===== src/rtl/core/u8d_pkg.sv =====
// ----------------------------------------------------------------------------
// u8d_pkg: shared types and tables of the UTF-8 decoder
// Holds the transfer payload types, the byte class function and the
// automaton transition table.
// ----------------------------------------------------------------------------
`default_nettype none

package u8d_pkg;

    localparam int NUM_STATES  = 9;
    localparam int NUM_CLASSES = 12;

    localparam logic [3:0] ST_ACCEPT = 4'd0;
    localparam logic [3:0] ST_REJECT = 4'd1;
    localparam logic [3:0] ST_LAST   = 4'(NUM_STATES - 1);

    localparam logic [20:0] SURR_LO = 21'h00D800;
    localparam logic [20:0] SURR_HI = 21'h00DFFF;
    localparam logic [20:0] CP_MAX  = 21'h10FFFF;
    localparam logic [20:0] ASCII_END = 21'h000080;

    typedef logic [3:0] t_class;

    localparam t_class CLS_ASCII = 4'd0;

    typedef enum logic [1:0] {
        STATUS_DONE     = 2'd0,
        STATUS_PENDING  = 2'd1,
        STATUS_REJECTED = 2'd2
    } t_status;

    typedef struct packed {
        logic [7:0] data_byte;
        logic       restart;
    } t_in_item;

    typedef struct packed {
        t_status     status;
        logic [3:0]  automaton_state;
        logic [20:0] code_point;
    } t_out_item;

    // Entry of the queue between the front and the back.
    typedef struct packed {
        logic [7:0] data_byte;
        logic       restart;
        t_class     cls;
    } t_q_item;

    localparam logic [3:0] NEXT_STATE [0:NUM_STATES-1][0:NUM_CLASSES-1] = '{
        '{4'd0,4'd1,4'd2,4'd3,4'd5,4'd8,4'd7,4'd1,4'd1,4'd1,4'd4,4'd6},
        '{4'd1,4'd1,4'd1,4'd1,4'd1,4'd1,4'd1,4'd1,4'd1,4'd1,4'd1,4'd1},
        '{4'd1,4'd0,4'd1,4'd1,4'd1,4'd1,4'd1,4'd0,4'd1,4'd0,4'd1,4'd1},
        '{4'd1,4'd2,4'd1,4'd1,4'd1,4'd1,4'd1,4'd2,4'd1,4'd2,4'd1,4'd1},
        '{4'd1,4'd1,4'd1,4'd1,4'd1,4'd1,4'd1,4'd2,4'd1,4'd1,4'd1,4'd1},
        '{4'd1,4'd2,4'd1,4'd1,4'd1,4'd1,4'd1,4'd1,4'd1,4'd2,4'd1,4'd1},
        '{4'd1,4'd1,4'd1,4'd1,4'd1,4'd1,4'd1,4'd3,4'd1,4'd3,4'd1,4'd1},
        '{4'd1,4'd3,4'd1,4'd1,4'd1,4'd1,4'd1,4'd3,4'd1,4'd3,4'd1,4'd1},
        '{4'd1,4'd3,4'd1,4'd1,4'd1,4'd1,4'd1,4'd1,4'd1,4'd1,4'd1,4'd1}
    };

    function automatic t_class byte_class(input logic [7:0] b);
        t_class c;
        priority if (b < 8'h80) c = 4'd0;
        else if (b < 8'h90)     c = 4'd1;
        else if (b < 8'hA0)     c = 4'd9;
        else if (b < 8'hC0)     c = 4'd7;
        else if (b < 8'hC2)     c = 4'd8;
        else if (b < 8'hE0)     c = 4'd2;
        else if (b == 8'hE0)    c = 4'd10;
        else if (b == 8'hED)    c = 4'd4;
        else if (b < 8'hF0)     c = 4'd3;
        else if (b == 8'hF0)    c = 4'd11;
        else if (b < 8'hF4)     c = 4'd6;
        else if (b == 8'hF4)    c = 4'd5;
        else                    c = 4'd8;
        return c;
    endfunction

endpackage

`default_nettype wire


===== src/rtl/core/u8d_front.sv =====
// ----------------------------------------------------------------------------
// u8d_front: input side of the UTF-8 decoder
// Takes input transfers, sorts each byte into its character class and
// pushes the classified byte into the queue.
// ----------------------------------------------------------------------------
`default_nettype none

module u8d_front
    import u8d_pkg::*;
(
    input  wire logic     i_in_valid,
    input  t_in_item      i_in_item,
    output logic          o_in_stall,
    input  wire logic     i_q_full,
    output logic          o_push,
    output t_q_item       o_push_item
);

    assign o_in_stall = i_q_full;
    assign o_push     = i_in_valid && !i_q_full;

    always_comb begin
        o_push_item.data_byte = i_in_item.data_byte;
        o_push_item.restart   = i_in_item.restart;
        o_push_item.cls       = byte_class(i_in_item.data_byte);
    end

endmodule

`default_nettype wire


===== src/rtl/core/u8d_queue.sv =====
// ----------------------------------------------------------------------------
// u8d_queue: short FIFO between the front and the back
// Decouples the two sides so that each one can stall on its own.
// ----------------------------------------------------------------------------
`default_nettype none

module u8d_queue
    import u8d_pkg::*;
#(
    parameter int DEPTH = 4
) (
    input  wire logic i_clk,
    input  wire logic i_rst_n,
    input  wire logic i_push,
    input  t_q_item   i_push_item,
    output logic      o_full,
    output logic      o_not_empty,
    input  wire logic i_pop,
    output t_q_item   o_pop_item
);

    localparam int PTR_W = $clog2(DEPTH);
    localparam int CNT_W = $clog2(DEPTH + 1);
    localparam logic [PTR_W-1:0] PTR_LAST = PTR_W'(DEPTH - 1);
    localparam logic [CNT_W-1:0] CNT_FULL = CNT_W'(DEPTH);

    t_q_item r_mem [0:DEPTH-1];

    logic [PTR_W-1:0] r_wr_ptr, n_wr_ptr;
    logic [PTR_W-1:0] r_rd_ptr, n_rd_ptr;
    logic [CNT_W-1:0] r_count,  n_count;

    logic do_push, do_pop;

    assign o_full      = (r_count == CNT_FULL);
    assign o_not_empty = (r_count != '0);
    assign do_push     = i_push && !o_full;
    assign do_pop      = i_pop && o_not_empty;
    assign o_pop_item  = r_mem[r_rd_ptr];

    always_comb begin
        n_wr_ptr = r_wr_ptr;
        n_rd_ptr = r_rd_ptr;
        n_count  = r_count;
        if (do_push) begin
            n_wr_ptr = (r_wr_ptr == PTR_LAST) ? '0 : r_wr_ptr + 1'b1;
        end
        if (do_pop) begin
            n_rd_ptr = (r_rd_ptr == PTR_LAST) ? '0 : r_rd_ptr + 1'b1;
        end
        if (do_push && !do_pop) begin
            n_count = r_count + 1'b1;
        end else if (do_pop && !do_push) begin
            n_count = r_count - 1'b1;
        end
    end

    always_ff @(posedge i_clk) begin
        if (!i_rst_n) begin
            r_wr_ptr <= '0;
            r_rd_ptr <= '0;
            r_count  <= '0;
        end else begin
            r_wr_ptr <= n_wr_ptr;
            r_rd_ptr <= n_rd_ptr;
            r_count  <= n_count;
        end
    end

    always_ff @(posedge i_clk) begin
        if (do_push) begin
            r_mem[r_wr_ptr] <= i_push_item;
        end
    end

endmodule

`default_nettype wire


===== src/rtl/core/u8d_back.sv =====
// ----------------------------------------------------------------------------
// u8d_back: automaton and code point accumulator
// Pops classified bytes, steps the automaton, checks finished code points
// and holds each result in an output register until it is taken.
// ----------------------------------------------------------------------------
`default_nettype none

module u8d_back
    import u8d_pkg::*;
(
    input  wire logic i_clk,
    input  wire logic i_rst_n,
    input  wire logic i_q_not_empty,
    input  t_q_item   i_q_item,
    output logic      o_pop,
    output logic      o_out_valid,
    output t_out_item o_out_item,
    input  wire logic i_out_stall
);

    logic [3:0]  r_state, n_state;
    logic [20:0] r_cp,    n_cp;
    logic        r_out_valid;
    t_out_item   r_out;

    logic [3:0]  st_cur;
    logic [20:0] cp_cur;
    logic [7:0]  lead_mask;
    logic        bad;

    // A new result may load whenever the output register is empty or drains.
    assign o_pop       = i_q_not_empty && (!r_out_valid || !i_out_stall);
    assign o_out_valid = r_out_valid;
    assign o_out_item  = r_out;

    always_comb begin
        st_cur = i_q_item.restart ? ST_ACCEPT : r_state;
        cp_cur = i_q_item.restart ? '0 : r_cp;
        if (st_cur > ST_LAST) begin
            st_cur = ST_REJECT;
        end
        lead_mask = 8'hFF >> i_q_item.cls;
        if (st_cur != ST_ACCEPT) begin
            n_cp = {cp_cur[14:0], i_q_item.data_byte[5:0]};
        end else begin
            n_cp = {13'd0, lead_mask & i_q_item.data_byte};
        end
        n_state = NEXT_STATE[st_cur][i_q_item.cls];
        bad = (n_cp >= SURR_LO && n_cp <= SURR_HI) || (n_cp > CP_MAX)
            || (n_cp < ASCII_END && i_q_item.cls != CLS_ASCII);
        if (n_state == ST_ACCEPT && bad) begin
            n_state = ST_REJECT;
        end
    end

    always_ff @(posedge i_clk) begin
        if (!i_rst_n) begin
            r_state     <= ST_ACCEPT;
            r_cp        <= '0;
            r_out_valid <= 1'b0;
        end else begin
            if (o_pop) begin
                r_state     <= n_state;
                r_cp        <= n_cp;
                r_out_valid <= 1'b1;
            end else if (!i_out_stall) begin
                r_out_valid <= 1'b0;
            end
        end
    end

    always_ff @(posedge i_clk) begin
        if (o_pop) begin
            r_out.automaton_state <= n_state;
            r_out.code_point      <= n_cp;
            unique case (n_state)
                ST_ACCEPT: r_out.status <= STATUS_DONE;
                ST_REJECT: r_out.status <= STATUS_REJECTED;
                default:   r_out.status <= STATUS_PENDING;
            endcase
        end
    end

    a_state_range: assert property (@(posedge i_clk) disable iff (!i_rst_n)
        r_state <= ST_LAST)
        else $error("automaton state left the table");

    a_result_tracks_state: assert property (@(posedge i_clk) disable iff (!i_rst_n)
        o_pop |=> (r_out.automaton_state == r_state && r_out.code_point == r_cp))
        else $error("result register disagrees with automaton state");

    a_done_means_accept: assert property (@(posedge i_clk) disable iff (!i_rst_n)
        r_out_valid |-> ((r_out.status == STATUS_DONE) == (r_out.automaton_state == ST_ACCEPT)))
        else $error("status does not match automaton state");

endmodule

`default_nettype wire


===== src/rtl/core/utf8_dfa_decoder.sv =====
// ----------------------------------------------------------------------------
// utf8_dfa_decoder: streaming UTF-8 decoder, one byte per transfer
// The input channel (i_in_valid, i_in_item, o_in_stall) carries one raw byte
// and a restart flag per transfer. Restart returns the automaton to accept
// and clears the code point before that byte is decoded.
// The output channel (o_out_valid, o_out_item, i_out_stall) gives exactly one
// result per input byte, in order: status, automaton state and the code point
// accumulated so far, which is complete when status reports done.
// Each accepted byte is written into the queue, then popped into the output
// register, from which its result is offered until it is taken.
// Throughput is one byte per cycle unless the receiver stalls; it is set by
// the state and code point update in the back end, one fed-back table lookup.
// A four-entry queue sits between the classifier front end and the back end,
// so the input keeps accepting while a result waits in the output register.
// When the receiver stalls, the result holds and the queue fills; o_in_stall
// rises once the queue is full and drops as soon as an entry drains.
// Reset empties the queue, drops any pending result and puts the automaton in
// accept with a zero code point. A rejected stream stays rejected until reset
// or a transfer with restart set.
// ----------------------------------------------------------------------------
`default_nettype none

module utf8_dfa_decoder
    import u8d_pkg::*;
#(
    parameter int QUEUE_DEPTH = 4
) (
    input  wire logic i_clk,
    input  wire logic i_rst_n,
    input  wire logic i_in_valid,
    input  t_in_item  i_in_item,
    output logic      o_in_stall,
    output logic      o_out_valid,
    output t_out_item o_out_item,
    input  wire logic i_out_stall
);

    // Front end to queue.
    logic    push;
    t_q_item push_item;
    logic    q_full;

    // Queue to back end.
    logic    q_not_empty;
    logic    pop;
    t_q_item pop_item;

    u8d_front u_front (
        .i_in_valid  (i_in_valid),
        .i_in_item   (i_in_item),
        .o_in_stall  (o_in_stall),
        .i_q_full    (q_full),
        .o_push      (push),
        .o_push_item (push_item)
    );

    u8d_queue #(
        .DEPTH (QUEUE_DEPTH)
    ) u_queue (
        .i_clk       (i_clk),
        .i_rst_n     (i_rst_n),
        .i_push      (push),
        .i_push_item (push_item),
        .o_full      (q_full),
        .o_not_empty (q_not_empty),
        .i_pop       (pop),
        .o_pop_item  (pop_item)
    );

    // The back end owns all decoder state; each popped byte becomes a result.
    u8d_back u_back (
        .i_clk         (i_clk),
        .i_rst_n       (i_rst_n),
        .i_q_not_empty (q_not_empty),
        .i_q_item      (pop_item),
        .o_pop         (pop),
        .o_out_valid   (o_out_valid),
        .o_out_item    (o_out_item),
        .i_out_stall   (i_out_stall)
    );

endmodule

`default_nettype wire

===== config.mk =====
export PLATFORM = sky130hd
export DESIGN_NAME = utf8_dfa_decoder
export DESIGN_NICKNAME = d
export VERILOG_FILES = /design/src/rtl/core/u8d_pkg.sv /design/src/rtl/core/u8d_front.sv /design/src/rtl/core/u8d_queue.sv /design/src/rtl/core/u8d_back.sv /design/src/rtl/core/utf8_dfa_decoder.sv
export SDC_FILE = /design/constraint.sdc
export NUM_CORES = 1
export LEC_CHECK = 0
export BUFFER_PORTS_ARGS = -buffer_cell sky130_fd_sc_hd__buf_2
export CAP_MARGIN = 20
export CORE_MARGIN = 1
export CORE_UTILIZATION = 42
export CTS_CLUSTER_SIZE = 28
export DETAILED_ROUTE_END_ITERATION = 10
export GPL_ROUTABILITY_DRIVEN = 0
export PLACE_DENSITY = 0.68
export REMOVE_ABC_BUFFERS = 1
export SYNTH_ARGS = -nofsm -noshare
export SYNTH_HDL_FRONTEND = slang
export SYNTH_SLANG_ARGS = --single-unit

===== constraint.sdc =====
create_clock -name i_clk -period 5.1 [get_ports i_clk]
set_input_delay 0.51 -clock i_clk [delete_from_list [all_inputs] [get_ports i_clk]]
set_output_delay 0.51 -clock i_clk [all_outputs]
set_load 0.005 [all_outputs]

Word-level counts from Yosys, hierarchy flattened
Memory sizes are Yosys's and may differ from the RTL's. A register that Yosys moved wholly into a read port is not among the register bits.
Cells that the tools add are included.
- $lt $le $gt $ge: 15
- shifts and indexed selects: 1
- multiplexer cells: 33
- bitwise operators: 3
- eq/ne operators: 9
- reductions and logical operators: 23
- add/sub/neg operators: 4
- operators by type and width (cell ; count):
    48-bit 2-to-1 mux ; 2
    4-bit 2-to-1 mux ; 17
    8-bit less-than comparator, second input constant ; 8
    8-bit equality test, second input constant ; 4
    21-bit by 16-bit greater-or-equal comparator with 1-bit output, second input constant ; 1
    21-bit > comparator, second input constant ; 1
    21-bit by 16-bit less-or-equal comparator with 1-bit output, second input constant ; 1
    21-bit by 8-bit less-than comparator with 1-bit output, second input constant ; 1
    21-bit 2-to-1 mux ; 1
    4-bit binary-select mux with 4-bit select ; 1
    15-bit 2-to-1 mux ; 1
    5-bit greater-or-equal comparator, second input constant ; 2
    4-bit NOT with 5-bit output ; 2
    1-bit logical AND ; 9
    8-bit bitwise AND ; 1
    4-bit zero test ; 2
    2-bit 2-to-1 mux ; 4
    4-bit nonzero test ; 2
    8-bit by 4-bit right shift with 8-bit output, first input constant ; 1
    3-bit 2-to-1 mux ; 2
    1-bit zero test ; 5
    2-bit by 1-bit adder with 2-bit output, second input constant ; 2
    2-bit equality test, second input constant ; 2
    4-bit by 1-bit equality test with 1-bit output, second input constant ; 1
    other kinds (10) ; 15
- input port bits: 13
- bits in read-only memories: 768
- word-level logic and storage cells: 99
- bits in writable memories: 52
- register bits after elaboration: 54
- memories kept: 2
- output and inout bits: 29
- memories (memory ; words ; width ; rd ports ; clocked after Yosys merged registers in ; wr ports ; line ; source):
    (name not given) ; 16 ; 48 ; 1 ; 0 ; 0 ; u8d_back.sv:48 ; n_state = NEXT_STATE[st_cur][i_q_item.cls];
    u_queue.r_mem ; 4 ; 13 ; 1 ; 1 ; 1 ; u8d_queue.sv:27 ; t_q_item r_mem [0:DEPTH-1];

Logic depth before layout (Yosys ltp)
- depth in word-level cells: 15
- depth in mapped cells: 10
- mapped depth without buffers: 8

Modules after synthesis
From an unflattened synthesis, not the netlist that was laid out.
- cell total of the unflattened synthesis: 369
- area total of the unflattened synthesis: 4879.7 sq um
- modules (own cells, without submodules) (module ; cells each ; times used ; area each (sq um) ; seq. area each (sq um)):
    u8d_queue ; 118 ; 1 ; 2399.8 ; 1741.7
    u8d_back ; 210 ; 1 ; 2198.4 ; 1211.2
    u8d_front ; 41 ; 1 ; 281.5 ; 0.0

Least setup slack after synthesis
Ideal clock, no wire load.
- path kind: register -> register
- start point: reg u_queue.r_count[0]
- end point: reg u_queue.r_count[2]
- slack: 2.615 ns
- clock period less this slack: 2.485 ns
- data required time: 5.024 ns
- buffers on the path: 2
- stages on the path, launching flop included: 11
- library setup time: 0.076 ns
- arrival time: 2.410 ns
- cells stage by stage: dfxtp_1 -> nor3_1 -> a21o_1 -> clkbuf_1 -> clkbuf_1 -> ha_1 -> inv_1 -> fa_1 -> xor2_1 -> or3_1 -> a21boi_0
- cells in the longest elaborated chain, start to end: 7
- elaborated cells between the ends (all ways): 16
- classes of those cells: add/sub (2); eq/ne (1); mux (2); reduce/logical (11)
- RTL lines (element ; line ; source):
    start: declaration ; u8d_queue.sv:31 ; logic [CNT_W-1:0] r_count, n_count;
    start signal: assignment ; u8d_queue.sv:66 ; r_count <= n_count;
    branches (longest 7 deep; another with 3-bit by 1-bit subtractor with 3-bit output) ; -- ;
Several ways; the timed one is not identified. The select of a mux whose other input is x is not followed.
A chain may end at the register's enable or synchronous reset.

==> summary.md <==
| Metric | Value |
|---|---|
| Status | complete, no violations |
| First-pass GRT wire length | 13690 um |
| Crit share post-route | 58.82% |
| Fraction of layout cells with a size suffix above 1 | 20.87% |
| Gr ovfl total | 0 |
| N_diodes | 0 |
| Post-layout min period | around 3.0 ns |
| Initial antenna violation count | 0 |
| CP top delay family | simple AND/OR/NAND/NOR gates |
| Final Max Tran Viols | 0 |
| Inserted Clock Buffers | 9 |
| Ys flop type | edfxtp_1 |
| Site row count | 38 |
| Worst path required time | 5.30 ns |
| M3 GR Usage | 2.833% |
| Synth top area share | around 50% |
| CTS Sinks | 108 |
| Utilization after layout | 48.64% |
| RSZ-0062 raised after global routing | false |
| Worst path max stage delay | 0.84 ns |
| Sequential area share after synthesis | roughly 62% |
| Hold crit path type | primary input to register |
| Setup Fix Bufs, Post-CTS | 0 |
| Final #Nets | 408 |
| VDD IR-drop max | about 230 uV |
| Core ar. | 0.01094 mm2 |
| Post-Route Skew | 0.009482 ns |
| Avg Vias per Cell | 5.311 |
| P_leak | 1.869 nW |
| EDFF count, synth | 79 |
| DRT Wirelength | 8509 um |
| Setup violators final | 0 |
| Relative slew slack | between 30% and 40% |
| Clock Tree Buf Depth | 2 |
| Cells after Synth | between 300 and 400 |
| Clock root cell | clkbuf_16 |
| CTS tree | yes |
| Crit path kind | register to register |
| Synth Cell Area | 0.004755 mm2 |
| Crit path buffers/inverters | 0 |
| Crit-path max FO | 29 |
| Vias in the first global route | 2708 |
| Crit path launch type | register |
| F_max | 333.4 MHz |
| Post-detailed-route wirelength per cell | approximately 16 um |
| Worst Path Arrival | 3.20 ns |
| Die Y | 108.4 um |
| H-tree depth | 3 |
| Antenna Nets Post-Route | 0 |
| Mean Syn Cell Area | 13.36 um2 |
| I/O pin count | 42 |
| Yosys warnings | 0 |
| Dpl cells | 517 |
| Crit. End Element | register |
| Pwr dens | 576.4 mW/mm2 |
| TNS Setup | 0 ns |
| Final Hold Vio Count | 0 |
| GRT Resource Usage Total | between 10% and 20% |
| Clock latency at the later pin of the worst-skew pair | 0.35 ns |
| Leading area contributor after synthesis | edfxtp_1 |
| Clock transition at path regs | about 0.080 ns |
| Ys async rst share | 0% |
| DR pass1 iterations | 4 |
| DR iter-0 viols | 91 |
| Slowest-stage cell, CP | nor2_2 |
| Largest cells by area after synthesis | edfxtp_1 50%, dfxtp_1 12%, mux4_2 6.2%, nand2_1 3.2%, and2_1 2.5% |
| Fillers | 957 |
| Initial Util | 43.48% |
| Yosys reg bits | 108 |
| Hold-fix buffers at CTS | 0 |
| Die width | 108.4 um |
| Maximum number of pins on one net before global-route repair | 50 |
| DP HPWL | between 5000 and 6000 um |
| Pin slew with the least headroom to its limit | 1.046 ns |
| Port-buffer cells | 41 |
| Unique masters post-synth | 57 |
| Layout Area Growth over Synthesis | 11.87% |
| Worst hold slack | 0.3825 ns |
| Die area | approximately 0.012 mm2 |
| Crit-path cells | mux4_2 > nor2_2 > a211oi_1 > o32ai_1 > a31oi_2 > a21oi_1 |
| Drc violations | 0 |
| Post_cts resized | 0 |
| Via count | 2831 |
| GR peak layer | met2 |
| MaxCap Viol Count | 0 |
| Grt met1 use | 19.27% |
| Layout Cells excl Fill | approximately 530 |
| Met2 Track Usage GR | 26.52% |
-- power by group --
part	switching, mW	internal [mW]
Clock	0.322	0.347
Combinational	0.632	0.437
Sequential	0.114	1.21
-- per-stage QoR --
step                total power [mW]  area (um2)  setup WS (ns)
floorplan                      2.078        4637          2.270
global placement               2.392        5032          2.200
detailed placement             2.417        5032          2.120
CTS                            3.083        5319          2.078
global route                   3.243        5319          1.863
finish                         3.066        5319          2.100
-- kinds of logic after synthesis --
kind of cell             Yosys count  synth area share [%]
AND/OR/NAND/NOR                  120                 13.61
adder cells (fa/ha/maj)            7                 2.000
multiplexers                      22                 8.079
AO/OA/AOI/OAI                     66                 10.55
buffers and inverters             30                 3.105
XOR/XNOR                           3                0.5527
flip-flops                       108                 62.11
-- metal layers --
layer	routed length [um]	part of all wire, %
met5	0	0
met4	127	1.5
met3	337	4.0
met2	4187	49
met1	3857	45
-- worst reg2reg max path: stages (launching register included) --
cell and delay [ns]:
dfxtp_1 0.80, mux4_2 0.51, nor2_2 0.84, a211oi_1 0.10, o32ai_1 0.36, a31oi_2 0.10
a21oi_1 0.14
-- final cells by class --
cell class	count	area [um2]	share of cell area (%)
flip-flops and latches	108	2953	55.52
multi-input cells	218	1654	31.10
clock buffers	10	232.7	4.375
repair buffers	43	220.2	4.140
well taps	140	175.2	3.293
clock inverters	6	53.80	1.012
inverters	8	30.03	0.5646
-- Yosys cell counts, types with 3 or more instances --
master and instances:
dfxtp_1 29, inv_1 7, nor2b_1 11, o21a_1 6
a21boi_0 14, nor4_1 7, nand3_1 3, buf_2 7
clkbuf_1 11, nand2_1 40, a21oi_1 9, o21ai_0 10
nor2_1 12, a21o_1 3, nor3b_1 4, mux4_2 13
buf_6 3, ha_1 6, a21boi_1 3, nand3b_1 4
nor2_2 3, nand2b_1 6, mux2i_1 8, and2_1 19
a31oi_1 3, or4_1 3, edfxtp_1 79
-- sequential cells by signal, indices dropped and copies added (netlist names), named ones only --
| register | count |
|---|---|
| u_queue.r_count | 3 |
| u_back.o_out_item | 27 |
| u_queue.r_rd_ptr | 2 |
| u_queue.r_mem | 52 |
| u_back.r_cp | 15 |
| u_back.o_out_valid | 1 |
| u_back.r_state | 4 |
| u_queue.r_wr_ptr | 2 |
-- cell usage in the layout, fill, tap and decap left out, types with 2 or more instances in the layout --
cell type	n
edfxtp_1	79
nor2_1	12
a21o_1	3
or4_1	3
nor3_1	2
nor3b_1	4
nand2_1	40
inv_1	7
inv_6	3
o221ai_1	2
nand3_1	3
a21boi_0	14
nand2b_1	6
mux4_2	13
a21boi_1	3
ha_1	6
nor2_2	3
a31oi_1	3
o21ai_0	10
dfxtp_1	29
a21oi_1	9
nor2b_1	11
mux2i_1	8
and2_1	19
nand3b_1	4
buf_4	2
buf_2	41
xor2_1	2
nor4_1	7
clkbuf_16	9
o21a_1	6
-- path summary, 6_finish.rpt --
| path | start | end | slack, ns | depth (start not counted) |
|---|---|---|---|---|
| worst min register to register | u_back.r_cp[0]$_SDFFE_PN0P_ | u_back.r_cp[0]$_SDFFE_PN0P_ | 0.47 | 2 |
| worst max register to register | register | u_back.o_out_item[26]$_DFFE_PP_ | 2.10 | 6 |
| worst max-delay path | register | u_back.o_out_item[26]$_DFFE_PP_ | 2.10 | 6 |
| worst min-delay path | i_in_item[0] | u_queue.r_mem[0][4]$_DFFE_PP_ | 0.38 | 1 |
Note: power is estimated with default switching activity, not from simulation.
